$ cat config.mk
export PLATFORM = sky130hd
export DESIGN_NAME = battery_status_frame_generator_top
export DESIGN_NICKNAME = d
export VERILOG_FILES = /design/src/sv/bsfg_pkg.sv /design/src/sv/bsfg_frame_build.sv /design/src/sv/bsfg_serializer.sv /design/src/sv/battery_status_frame_generator_top.sv
export SDC_FILE = /design/constraint.sdc
export NUM_CORES = 1
export LEC_CHECK = 0
export ABC_AREA = 0
export CAP_MARGIN = 20
export CORE_MARGIN = 5
export CORE_UTILIZATION = 64
export DETAILED_ROUTE_END_ITERATION = 6
export DONT_BUFFER_PORTS = 1
export PLACE_DENSITY = 0.84
export SKIP_CTS_REPAIR_TIMING = 1
export SLEW_MARGIN = 20
export SYNTH_ARGS = -nofsm -noshare
export SYNTH_HDL_FRONTEND = slang
export SYNTH_SLANG_ARGS = --single-unit
$ cat constraint.sdc
create_clock -name clock -period 8.8 [get_ports clock]
set_input_delay 1.32 -clock clock [delete_from_list [all_inputs] [get_ports clock]]
set_output_delay 1.32 -clock clock [all_outputs]
set_load 0.01 [all_outputs]
$ cat src/sv/bsfg_pkg.sv
package bsfg_pkg;

   localparam int FRAME_BYTES = 12;

   localparam logic [2:0] REG_CELL_HIGH = 3'd0;
   localparam logic [2:0] REG_CELL_LOW  = 3'd1;
   localparam logic [2:0] REG_SOC_HIGH  = 3'd2;
   localparam logic [2:0] REG_SOC_LOW   = 3'd3;
   localparam logic [2:0] REG_COLD      = 3'd4;
   localparam logic [2:0] REG_ASSIST    = 3'd5;
   localparam logic [2:0] REG_REGEN     = 3'd6;

   localparam logic [15:0] CELL_HIGH_RESET = 16'd42000;
   localparam logic [15:0] CELL_LOW_RESET  = 16'd30000;
   localparam logic [6:0]  SOC_HIGH_RESET  = 7'd85;
   localparam logic [6:0]  SOC_LOW_RESET   = 7'd10;
   localparam logic [7:0]  COLD_RESET      = 8'd2;
   localparam logic [7:0]  ASSIST_RESET    = 8'd16;
   localparam logic [7:0]  REGEN_RESET     = 8'd32;

   localparam logic [7:0] TYPE_STATUS = 8'h87;
   localparam logic [7:0] TYPE_FLAGS  = 8'hAA;
   localparam logic [9:0] SOC_FULL    = 10'd820;
   localparam logic [9:0] SOC_EMPTY   = 10'd200;
   localparam logic [7:0] B4_CRANK    = 8'd24;

   localparam logic [9:0] SOC_ROM [0:100] = '{
        10'd0,   10'd22,  10'd44,  10'd67,  10'd89,  10'd111, 10'd133, 10'd156, 10'd178, 10'd190,
      10'd200, 10'd209, 10'd217, 10'd225, 10'd232, 10'd240, 10'd248, 10'd256, 10'd264, 10'd272,
      10'd279, 10'd287, 10'd295, 10'd303, 10'd311, 10'd319, 10'd326, 10'd334, 10'd342, 10'd350,
      10'd355, 10'd363, 10'd375, 10'd387, 10'd399, 10'd411, 10'd423, 10'd435, 10'd447, 10'd459,
      10'd471, 10'd483, 10'd495, 10'd507, 10'd519, 10'd532, 10'd544, 10'd556, 10'd568, 10'd580,
      10'd592, 10'd604, 10'd616, 10'd628, 10'd640, 10'd652, 10'd664, 10'd676, 10'd688, 10'd700,
      10'd701, 10'd705, 10'd709, 10'd713, 10'd717, 10'd721, 10'd725, 10'd728, 10'd732, 10'd736,
      10'd740, 10'd744, 10'd748, 10'd752, 10'd756, 10'd760, 10'd764, 10'd768, 10'd772, 10'd775,
      10'd779, 10'd783, 10'd787, 10'd791, 10'd795, 10'd799, 10'd800, 10'd814, 10'd829, 10'd843,
      10'd857, 10'd871, 10'd886, 10'd900, 10'd914, 10'd929, 10'd943, 10'd957, 10'd971, 10'd986,
      10'd1000
   };

   typedef logic [FRAME_BYTES-1:0][7:0] frame_type;

   typedef struct packed {
      logic        resync;
      logic [15:0] high_cell_mv;
      logic [15:0] low_cell_mv;
      logic [6:0]  soc_percent;
      logic [7:0]  battery_temp;
      logic [7:0]  mcm_b3;
      logic [7:0]  mcm_b4;
      logic [10:0] current_deciamps;
      logic [7:0]  pack_volts;
   } item_type;

   typedef struct packed {
      logic [15:0] cell_high_limit;
      logic [15:0] cell_low_limit;
      logic [6:0]  soc_high_limit;
      logic [6:0]  soc_low_limit;
      logic [7:0]  cold_limit;
      logic [7:0]  assist_off_bit;
      logic [7:0]  regen_off_bit;
   } cfg_type;

   typedef struct packed {
      logic        next_is_aa;
      logic [10:0] last_soc;
   } state_type;

   function automatic logic [9:0] soc_lookup(input logic [6:0] pct);
      logic [6:0] idx;
      idx = (pct > 7'd100) ? 7'd100 : pct;
      return SOC_ROM[idx];
   endfunction

endpackage

$ cat src/sv/bsfg_frame_build.sv
module bsfg_frame_build (
   input  bsfg_pkg::item_type  item,
   input  bsfg_pkg::cfg_type   cfg,
   input  bsfg_pkg::state_type state,
   output bsfg_pkg::frame_type frame,
   output bsfg_pkg::state_type state_next
);
   import bsfg_pkg::*;

   logic        full;
   logic        empty;
   logic        cold;
   logic [13:0] code;
   logic [6:0]  ihi;
   logic [6:0]  ilo;
   logic [8:0]  temp_ofs;
   logic [7:0]  temp_byte;
   logic [9:0]  rom_val;
   logic [9:0]  target;
   logic [10:0] soc;
   logic [7:0]  flags;
   logic [7:0]  charge;
   logic [7:0]  sum;
   frame_type   body;

   assign full  = (item.high_cell_mv >= cfg.cell_high_limit) ||
                  (item.soc_percent >= cfg.soc_high_limit);
   assign empty = (item.low_cell_mv <= cfg.cell_low_limit) ||
                  (item.soc_percent <= cfg.soc_low_limit);
   assign cold  = $signed(item.battery_temp) < $signed(cfg.cold_limit);

   assign code = 14'd2048 - {{2{item.current_deciamps[10]}}, item.current_deciamps, 1'b0};
   assign ihi  = code[13:7];
   assign ilo  = code[6:0];

   assign temp_ofs  = $signed({item.battery_temp[7], item.battery_temp}) + 9'sd30;
   assign temp_byte = ($signed(temp_ofs) < 9'sd55) ? 8'd55 : temp_ofs[7:0];

   assign rom_val = soc_lookup(item.soc_percent);
   assign target  = full ? SOC_FULL : (empty ? SOC_EMPTY : rom_val);

   always_comb begin
      if ({1'b0, target} > state.last_soc) begin
         soc = state.last_soc + 11'd1;
      end else if ({1'b0, target} < state.last_soc) begin
         soc = state.last_soc - 11'd1;
      end else begin
         soc = state.last_soc;
      end
   end

   always_comb begin
      flags = 8'd0;
      if (empty) begin
         flags = flags | cfg.assist_off_bit;
      end
      if (full || (cold && !empty)) begin
         flags = flags | cfg.regen_off_bit;
      end
      if ((item.mcm_b4 == B4_CRANK) || (item.mcm_b4 == 8'd0)) begin
         charge = empty ? 8'h20 : 8'h00;
      end else begin
         charge = 8'h12 | (empty ? 8'h20 : 8'h00) | (full ? 8'h40 : 8'h00);
      end
   end

   always_comb begin
      body = '0;
      if (!state.next_is_aa) begin
         body[0]  = TYPE_STATUS;
         body[1]  = 8'h40;
         body[2]  = {1'b0, item.pack_volts[7:1]};
         body[3]  = {4'b0001, soc[10:7]};
         body[4]  = {1'b0, soc[6:0]};
         body[5]  = {1'b0, ihi};
         body[6]  = {1'b0, ilo};
         body[7]  = 8'h32;
         body[8]  = temp_byte;
         body[9]  = temp_byte;
         body[10] = item.mcm_b3;
      end else begin
         body[0]  = TYPE_FLAGS;
         body[1]  = 8'h10;
         body[5]  = flags;
         body[6]  = charge;
         body[7]  = 8'h61;
         body[8]  = {1'b0, ihi};
         body[9]  = {1'b0, ilo};
         body[10] = item.mcm_b4;
      end
   end

   always_comb begin
      sum = 8'd0;
      for (int i = 0; i < FRAME_BYTES - 1; i++) begin
         sum = sum + body[i];
      end
      frame = body;
      frame[FRAME_BYTES-1] = {1'b0, 7'd0 - sum[6:0]};
   end

   always_comb begin
      state_next = state;
      if (item.resync) begin
         state_next.last_soc = {1'b0, rom_val};
      end else begin
         state_next.next_is_aa = !state.next_is_aa;
         if (!state.next_is_aa) begin
            state_next.last_soc = soc;
         end
      end
   end

endmodule

$ cat src/sv/bsfg_serializer.sv
module bsfg_serializer (
   input  logic                clock,
   input  logic                reset,
   input  logic                load_valid,
   input  bsfg_pkg::frame_type load_frame,
   output logic                load_ready,
   output logic                rsp_tvalid,
   input  logic                rsp_tready,
   output logic [7:0]          rsp_tdata,
   output logic                rsp_tlast
);
   import bsfg_pkg::*;

   localparam int CntW = $clog2(FRAME_BYTES);
   localparam logic [CntW-1:0] LastCnt = CntW'(FRAME_BYTES - 1);

   logic            pend_valid_ff, pend_valid_in;
   frame_type       pend_ff, pend_in;
   logic            out_valid_ff, out_valid_in;
   frame_type       out_ff, out_in;
   logic [CntW-1:0] cnt_ff, cnt_in;
   logic            fire;
   logic            done;
   logic            take;

   assign fire = out_valid_ff && rsp_tready;
   assign done = fire && (cnt_ff == LastCnt);
   assign take = pend_valid_ff && (!out_valid_ff || done);
   assign load_ready = !pend_valid_ff;

   always_comb begin
      pend_valid_in = pend_valid_ff;
      pend_in       = pend_ff;
      out_valid_in  = out_valid_ff;
      out_in        = out_ff;
      cnt_in        = cnt_ff;
      if (fire) begin
         out_in = {8'd0, out_ff[FRAME_BYTES-1:1]};
         cnt_in = cnt_ff + 1'b1;
      end
      if (done) begin
         out_valid_in = 1'b0;
      end
      if (take) begin
         out_valid_in  = 1'b1;
         out_in        = pend_ff;
         cnt_in        = '0;
         pend_valid_in = 1'b0;
      end
      if (load_valid && load_ready) begin
         pend_valid_in = 1'b1;
         pend_in       = load_frame;
      end
   end

   always_ff @(posedge clock) begin
      if (reset) begin
         pend_valid_ff <= 1'b0;
         out_valid_ff  <= 1'b0;
         cnt_ff        <= '0;
      end else begin
         pend_valid_ff <= pend_valid_in;
         out_valid_ff  <= out_valid_in;
         cnt_ff        <= cnt_in;
      end
      pend_ff <= pend_in;
      out_ff  <= out_in;
   end

   assign rsp_tvalid = out_valid_ff;
   assign rsp_tdata  = out_ff[0];
   assign rsp_tlast  = (cnt_ff == LastCnt);

endmodule

$ cat src/sv/battery_status_frame_generator_top.sv
// battery status frame generator
// req channel: one word per frame tick; tuser set marks a resync word, which
//   reloads the stored soc from the remap table of soc_percent and sends nothing
// rsp channel: each tick word yields a 12-byte frame, one byte per word,
//   tlast on the checksum byte; frames alternate 0x87 and 0xAA, 0x87 first
// csr port: csr_we writes csr_wdata into register csr_addr at the clock edge;
//   write only while no word is in flight
// latency: the first byte of a frame is valid two cycles after the req word
//   is taken, when the output is free
// throughput: one frame per 12 cycles, set by the one-byte-per-cycle output;
//   a finished frame waits in a holding register while the previous one drains,
//   so a new req word is taken as soon as that holding slot frees
// resync words are taken one per cycle
// when rsp_tready is low the current byte holds and req_tready drops once the
//   input and holding registers are both full
// reset: synchronous; clears the frame parity to 0x87, stored soc to zero and
//   the registers to their defaults
module battery_status_frame_generator_top (
   input  logic        clock,
   input  logic        reset,
   input  logic        req_tvalid,
   output logic        req_tready,
   // high_cell_mv, low_cell_mv, soc_percent, battery_temp, mcm_b3, mcm_b4,
   // current_deciamps, pack_volts, zero pad
   input  logic [87:0] req_tdata,
   // resync
   input  logic        req_tuser,
   output logic        rsp_tvalid,
   input  logic        rsp_tready,
   // frame_byte
   output logic [7:0]  rsp_tdata,
   output logic        rsp_tlast,
   input  logic        csr_we,
   input  logic [2:0]  csr_addr,
   input  logic [15:0] csr_wdata
);
   import bsfg_pkg::*;

   cfg_type   cfg_ff, cfg_in;
   state_type state_ff, state_next;
   logic      in_valid_ff, in_valid_in;
   item_type  in_ff, in_in;
   frame_type frame;
   logic      load_ready;
   logic      advance;

   always_comb begin
      cfg_in = cfg_ff;
      if (csr_we) begin
         case (csr_addr)
            REG_CELL_HIGH: cfg_in.cell_high_limit = csr_wdata;
            REG_CELL_LOW:  cfg_in.cell_low_limit  = csr_wdata;
            REG_SOC_HIGH:  cfg_in.soc_high_limit  = csr_wdata[6:0];
            REG_SOC_LOW:   cfg_in.soc_low_limit   = csr_wdata[6:0];
            REG_COLD:      cfg_in.cold_limit      = csr_wdata[7:0];
            REG_ASSIST:    cfg_in.assist_off_bit  = csr_wdata[7:0];
            REG_REGEN:     cfg_in.regen_off_bit   = csr_wdata[7:0];
            default:       cfg_in = cfg_ff;
         endcase
      end
   end

   assign advance    = in_valid_ff && (in_ff.resync || load_ready);
   assign req_tready = !in_valid_ff || advance;

   always_comb begin
      in_valid_in = in_valid_ff;
      in_in       = in_ff;
      if (advance) begin
         in_valid_in = 1'b0;
      end
      if (req_tvalid && req_tready) begin
         in_valid_in               = 1'b1;
         in_in.resync              = req_tuser;
         in_in.high_cell_mv        = req_tdata[15:0];
         in_in.low_cell_mv         = req_tdata[31:16];
         in_in.soc_percent         = req_tdata[38:32];
         in_in.battery_temp        = req_tdata[46:39];
         in_in.mcm_b3              = req_tdata[54:47];
         in_in.mcm_b4              = req_tdata[62:55];
         in_in.current_deciamps    = req_tdata[73:63];
         in_in.pack_volts          = req_tdata[81:74];
      end
   end

   always_ff @(posedge clock) begin
      if (reset) begin
         cfg_ff.cell_high_limit <= CELL_HIGH_RESET;
         cfg_ff.cell_low_limit  <= CELL_LOW_RESET;
         cfg_ff.soc_high_limit  <= SOC_HIGH_RESET;
         cfg_ff.soc_low_limit   <= SOC_LOW_RESET;
         cfg_ff.cold_limit      <= COLD_RESET;
         cfg_ff.assist_off_bit  <= ASSIST_RESET;
         cfg_ff.regen_off_bit   <= REGEN_RESET;
         state_ff               <= '0;
         in_valid_ff            <= 1'b0;
      end else begin
         cfg_ff      <= cfg_in;
         in_valid_ff <= in_valid_in;
         if (advance) begin
            state_ff <= state_next;
         end
      end
      in_ff <= in_in;
   end

   bsfg_frame_build u_build (
      .item       (in_ff),
      .cfg        (cfg_ff),
      .state      (state_ff),
      .frame      (frame),
      .state_next (state_next)
   );

   bsfg_serializer u_ser (
      .clock      (clock),
      .reset      (reset),
      .load_valid (in_valid_ff && !in_ff.resync),
      .load_frame (frame),
      .load_ready (load_ready),
      .rsp_tvalid (rsp_tvalid),
      .rsp_tready (rsp_tready),
      .rsp_tdata  (rsp_tdata),
      .rsp_tlast  (rsp_tlast)
   );

   a_resync_keeps_parity: assert property (@(posedge clock) disable iff (reset)
      (advance && in_ff.resync) |=> $stable(state_ff.next_is_aa))
      else $error("resync changed frame parity");

   a_tick_flips_parity: assert property (@(posedge clock) disable iff (reset)
      (advance && !in_ff.resync) |=> (state_ff.next_is_aa != $past(state_ff.next_is_aa)))
      else $error("frame tick did not flip frame parity");

   a_soc_slew: assert property (@(posedge clock) disable iff (reset)
      (advance && !in_ff.resync && !state_ff.next_is_aa) |=>
      ((state_ff.last_soc == $past(state_ff.last_soc)) ||
       (state_ff.last_soc == $past(state_ff.last_soc) + 11'd1) ||
       (state_ff.last_soc == $past(state_ff.last_soc) - 11'd1)))
      else $error("soc moved by more than one step");

   a_stall_only_when_full: assert property (@(posedge clock) disable iff (reset)
      !req_tready |-> (in_valid_ff && !in_ff.resync && !load_ready))
      else $error("input stalled without a full pipeline");

endmodule
# Word level (Yosys, flattened, before mapping)
# Memories as Yosys holds them, arrays and structs flattened.
# Index checks and enable logic that the tools add are counted.
dict set report word_totals {
  out_inout_bits 11
  ff_bits 362
  latch_bits 0
  in_bits 113
  ram_bits 0
  memories 1
  rom_bits 1280
}
dict set report op_classes {
  n_shift 0
  bitwise_logic 4
  n_mul 0
  magnitude_cmp 10
  n_div 0
  n_reduce_logical 37
  n_eq_ne 9
  n_addsub 16
  n_mux 26
}
# name words width read_ports rd_clocked_by_memory_dff wr line_no
set mem_list {}
lappend mem_list {{(no name shown)} 128 10 1 0 0 bsfg_pkg.sv:73} ;# return SOC_ROM[idx];
# operator count
set ops {}
lappend ops {{95-bit 2-to-1 mux} 2}
lappend ops {{7-bit adder} 10}
lappend ops {{48-bit 2-to-1 mux} 1}
lappend ops {{11-bit 2-to-1 mux} 4}
lappend ops {{10-bit 2-to-1 mux} 4}
lappend ops {{8-bit 2-to-1 mux} 4}
lappend ops {{23-bit 2-to-1 mux} 1}
lappend ops {{2-bit AND reduction} 9}
lappend ops {{16-bit greater-or-equal comparator} 1}
lappend ops {{16-bit less-or-equal comparator} 1}
lappend ops {{8-bit bitwise OR} 2}
lappend ops {{15-bit 2-to-1 mux} 1}
lappend ops {{7-bit 2-to-1 mux} 2}
lappend ops {{13-bit by 12-bit subtractor with 14-bit output (first input constant)} 1}
lappend ops {{11-bit by 1-bit adder with 11-bit output (second input constant)} 1}
lappend ops {{10-bit by 11-bit greater-than comparator with 1-bit output} 1}
lappend ops {{10-bit by 11-bit less-than comparator with 1-bit output} 1}
lappend ops {{11-bit by 1-bit subtractor with 11-bit output (second input constant)} 1}
lappend ops {{8-bit by 6-bit adder with 9-bit output (second input constant)} 1}
lappend ops {{3-bit equality test (second input constant)} 3}
lappend ops {{9-bit by 7-bit less-than comparator with 1-bit output (second input constant)} 1}
lappend ops {{8-bit by 5-bit equality test with 1-bit output (second input constant)} 1}
lappend ops {{8-bit greater-or-equal comparator (second input constant)} 1}
lappend ops {{1-bit logical AND} 8}
lappend ops {{20 further kinds} 40}

# Longest topological paths before layout
dict set report depth {
  word_depth 22
  ltp_mapped 38
}

# By module
# From an unflattened synthesis, not the netlist that was laid out.
dict set report unflattened {
  cells_unflattened 1614
  area_unflattened_um2 19489.9
}
# mod instances area_per_inst_um2 cells_per_inst
set modules_own_cells {}
lappend modules_own_cells {bsfg_serializer 1 7300.8 335}
lappend modules_own_cells {bsfg_frame_build 1 6253.5 866}
lappend modules_own_cells {battery_status_frame_generator_top 1 5935.7 413}

# Worst setup path before layout
# Ideal clock, no wire load.
dict set report synth_timing {
  path_type {register -> register}
  startpoint {reg in_ff[47] (netlist bit)}
  endpoint {reg u_ser.pend_ff[94] (netlist bit) (data pin)}
  period_less_slack_ps 8061
  n_path_buf 1
  stages_incl_launch_ff 33
  slack_ps 739
  setup_time_ps 263
  t_required_ps 8537
  arrival_time_ps 7799
  path_cell_list {edfxtp_1 nor2_2 a21o_1 nand2_1 ha_1 buf_2 nand2_1 and3_1 a211oi_1 a31oi_1 mux4_2 o21ai_1 ha_1 a21oi_1 nor2_1 a211oi_4 a21o_1 nand3_1 o32a_1 xor2_1 nor2_1 fa_1 fa_1 fa_1 fa_1 fa_1 fa_1 inv_1 a21o_1 a21oi_1 xnor2_1 xnor2_1 xnor2_1}
}
# element line_no
set synth_rtl {}
lappend synth_rtl {{start: declaration} battery_status_frame_generator_top.sv:42} ;# item_type in_ff, in_in;
lappend synth_rtl {{start signal: assignment} battery_status_frame_generator_top.sv:104} ;# in_ff <= in_in;
lappend synth_rtl {{end signal: assignment} bsfg_serializer.sv:66} ;# pend_ff <= pend_in;
lappend synth_rtl {{end: declaration} bsfg_serializer.sv:18} ;# frame_type pend_ff, pend_in;

==> metrics.md <==
| Metric | Value |
|---|---|
| DR top layer | `met5` |
| Layout cell share with drive strength beyond 1 | `0.0905` |
| Dpl hpwl | `27.2 mm` |
| Lkg Pwr | `0.00752 uW` |
| WL final | `39.9 mm` |
| Worst Tran Pin Value | `1110 ps` |
| Cell Area, Synth | `17400 sq um` |
| Syn_nets | `1925` |
| Buf+Inv Stages, Crit Path | `7` |
| Required @ worst endpoint | `9070 ps` |
| TritonCTS Buffers | `36` |
| Synth Warn # | `0` |
| Cells after Synth | `1677` |
| 1st-pass router iterations | `6` |
| WS Path Type | `reg2reg` |
| R2R depth | `35` |
| Asr flop ratio synth | `0` |
| CP max-delay cell | `fa_1` |
| Worst Setup Start Kind | `flip-flop` |
| Clock Tree Buf Depth | `3` |
| # port buffers | `0` |
| Synth area leaders | `edfxtp_1 42%, dfxtp_1 10%, nand2_1 7.9%` |
| Nets@finish | `1924` |
| H-tree levels | `2` |
| Clk slew on worst S/H paths | `60 ps` |
| Chip height | `175 microns` |
| Power Density | `272 nW/um^2` |
| Syn avg cell area | `10.4 sq um` |
| Synth top area share | `0.416` |
| Die Area | `30600 sq um` |
| Top-Level Pins | `124` |
| Final setup viols | `0` |
| Reg2reg end | `u_ser.pend_ff[94]` |
| Crit Path Max Fanout | `6` |
| Worst Skew | `26.5 ps` |
| Area Overhead vs Synth | `9.77%` |
| Global-route wire length before repair | `64.0 mm` |
| CP dominant cell by count | `inv_1` |
| GR Overflow Total | `0` |
| CTS Sinks | `330` |
| Die W | `175 microns` |
| Post-synthesis sequential area ratio | `0.519` |
| Vias in the first global route | `12300` |
| All-Layer GR Usage | `0.260` |
| Initial antenna violation count | `2` |
| Root buffer cell | `clkbuf_16` |
| Antenna viol nets, final | `0` |
| Synth Flop Type | `edfxtp_1` |
| Initial Utilization | `0.647` |
| Post-synth EDFFs | `241` |
| Crit path depth | `35` |
| Met3 routed WL | `3.26 mm` |
| Final instance area | `19100 sq um` |
| Fmax | `118 MHz` |
| Starting DRT DRC Count | `1149` |
| Worst-skew pair later-pin latency | `530 ps` |
| CP Data Arrival Time | `8730 ps` |
| Biggest area consumer among synthesized cells | `edfxtp_1` |
| Worst R2R Setup Slack | `340 ps` |
| Worst path max stage delay | `540 ps` |
| CTS tree | `built` |
| Fin util | `0.710` |
| Final Hold Fails | `0` |
| Slew Limit Fails | `0` |
| R2r startpoint | `in_ff[47]` |
| Yosys cell types | `84` |
| CP Capture Type | `flip-flop` |
| Minimum clock period | `8460 ps` |
| Slew margin rel. | `0.257` |
| # DRC | `0` |
| FF+latch count, synth | `330` |
| Hold EP | `cfg_ff[59]` |
| Total number of vias | `12300` |
| Rows | `60` |
| Crit-path leading delay family | `adder cells` |
| Hold Path Depth | `2` |
| Hold Path Origin | `cfg_ff[59]` |
| Drt wl/cell | `19.5 microns` |
| Largest net degree at the start of global routing | `99` |
| Vias per cell | `6.03` |
| Min-delay worst type | `reg2reg` |
| Maximum VDD drop | `325 uV` |
| Status | `complete, no violations` |
| Cell Area, Placed | `17800 sq um` |
| Max_cap viols | `0` |
| Core area | `26900 sq um` |
| GP Congestion | `0.920` |
| M1 WL | `15.8 mm` |
| Period utilisation layout | `0.961` |
| Met2 WL post-DR | `19.2 mm` |
[tightest hold or removal path, delay by kind of cell, from the launching register on]
| kind | cells | cell delay (ps) |
|---|---|---|
| AOI/OAI and AO/OA | 1 | 50 |
| DFF | 1 | 300 |
| and+or+nand+nor | 1 | 50 |
[synthesized netlist by cell type, types with 5 or more instances]
master,instances
dfxtp_1,89
edfxtp_1,241
nor2_1,72
a221oi_1,6
ha_1,101
mux2i_1,23
nor3_1,28
xnor2_1,29
o21ai_1,7
buf_2,10
clkbuf_1,55
or2_2,5
a21o_1,20
a31oi_1,16
o21a_1,7
o21ai_0,33
and2_1,17
a22oi_1,6
xor2_1,17
nand3_1,30
and3_1,5
a211oi_1,12
nand2_1,367
a21oi_1,110
mux4_2,6
o211ai_1,13
nand2b_1,12
nor4_1,6
buf_4,10
inv_1,137
nor2b_1,36
a211o_1,14
nand3b_1,5
fa_1,34
nand4_1,9
[report_power, final]
group	leakage (uW)	switching, uW	internal, uW
Clock	0.000562	599	888
Combinational	0.00398	1010	806
Sequential	0.00298	38.0	1850
[cell families (layout without fill, tap and decap cells)]
group | count (synthesis) | in the layout | synth area share
AO/OA/AOI/OAI | 293 | 293 | 0.111
adder cells (fa/ha/maj) | 135 | 135 | 0.112
flip-flops | 330 | 330 | 0.519
buffers and inverters | 220 | 244 | 0.0504
XOR/XNOR | 46 | 46 | 0.0232
AND/OR/NAND/NOR | 620 | 620 | 0.161
multiplexers | 33 | 33 | 0.0236
other | 0 | 1 | 0
[worst max path at each step]
stage / end / slack (ps) / start
3_3_place_gp: u_ser.pend_ff[94] / 330 / in_ff[47]
2_1_floorplan: u_ser.pend_ff[94] / 740 / in_ff[47]
5_1_grt: u_ser.pend_ff[94] / -9 / in_ff[47]
3_5_place_dp: u_ser.pend_ff[94] / 240 / in_ff[47]
4_1_cts: u_ser.pend_ff[94] / 180 / in_ff[47]
6_report: u_ser.pend_ff[94] / 340 / in_ff[47]
[flip-flops by register name (all words and copies together) (netlist names), 4 cells and up]
register,cells
state_ff,12
u_ser.rsp_tdata,8
u_ser.pend_ff,64
u_ser.cnt_ff,4
cfg_ff,70
u_ser.out_ff,87
in_ff,82
[layout make-up]
cell class,instances,area (sq um)
Sequential cell,330,9020
Clock buffer,46,991
Fill cell,1852,7790
Inverter,141,529
Tap cell,341,427
Multi-Input combinational cell,1127,7630
Clock inverter,17,179
Antenna cell,1,2.50
Timing Repair Buffer,40,304
[per-stage QoR]
stage | worst slack [ps] | setup TNS [ps] | hold slack [ps] | total power [uW] | std cells
6_report | 339 | 0 | 452 | 5190 | 2043
3_3_place_gp | 326 | 0 | 439 | 3610 | 1976
5_1_grt | -8.77 | -8.77 | 469 | 5480 | 2043
4_1_cts | 181 | 0 | 452 | 5190 | 2039
3_5_place_dp | 237 | 0 | 443 | 3690 | 1976
2_1_floorplan | 739 | 0 | 436 | 3260 | 1677
[per-layer routing]
metal / GRT usage / vias up
met5: 0 / -
met4: 0.0953 / 2
met3: 0.0595 / 111
met2: 0.435 / 495
met1: 0.336 / 5867
li1: - / 5835
[cell usage in the layout (no fill, tap or decap), types with 5 or more instances in the layout]
master / netlist / final
fa_1: 34 / 31
a31oi_1: 16 / 14
nand3_1: 30 / 29
o21ai_1: 7 / 8
nor3_1: 28 / 27
or2_2: 5 / 5
nand2_1: 367 / 363
clkinv_1: 2 / 8
nand4_1: 9 / 9
dfxtp_1: 89 / 88
nand2b_1: 12 / 12
and2_1: 17 / 17
o211ai_1: 13 / 13
a221oi_1: 6 / 6
a22oi_1: 6 / 6
nand2_2: 1 / 5
o21ai_0: 33 / 31
buf_4: 10 / 39
xnor2_1: 29 / 26
inv_1: 137 / 137
mux2i_1: 23 / 23
a211o_1: 14 / 14
nor2_1: 72 / 71
nand3b_1: 5 / 5
nor4_1: 6 / 5
mux4_2: 6 / 6
a211oi_1: 12 / 12
nor2b_1: 36 / 36
edfxtp_1: 241 / 241
xor2_1: 17 / 17
o21a_1: 7 / 7
clkbuf_16: 0 / 38
a21o_1: 20 / 20
clkbuf_1: 55 / 7
ha_1: 101 / 98
a21oi_1: 110 / 109
Power figures use the tool's default switching activity.
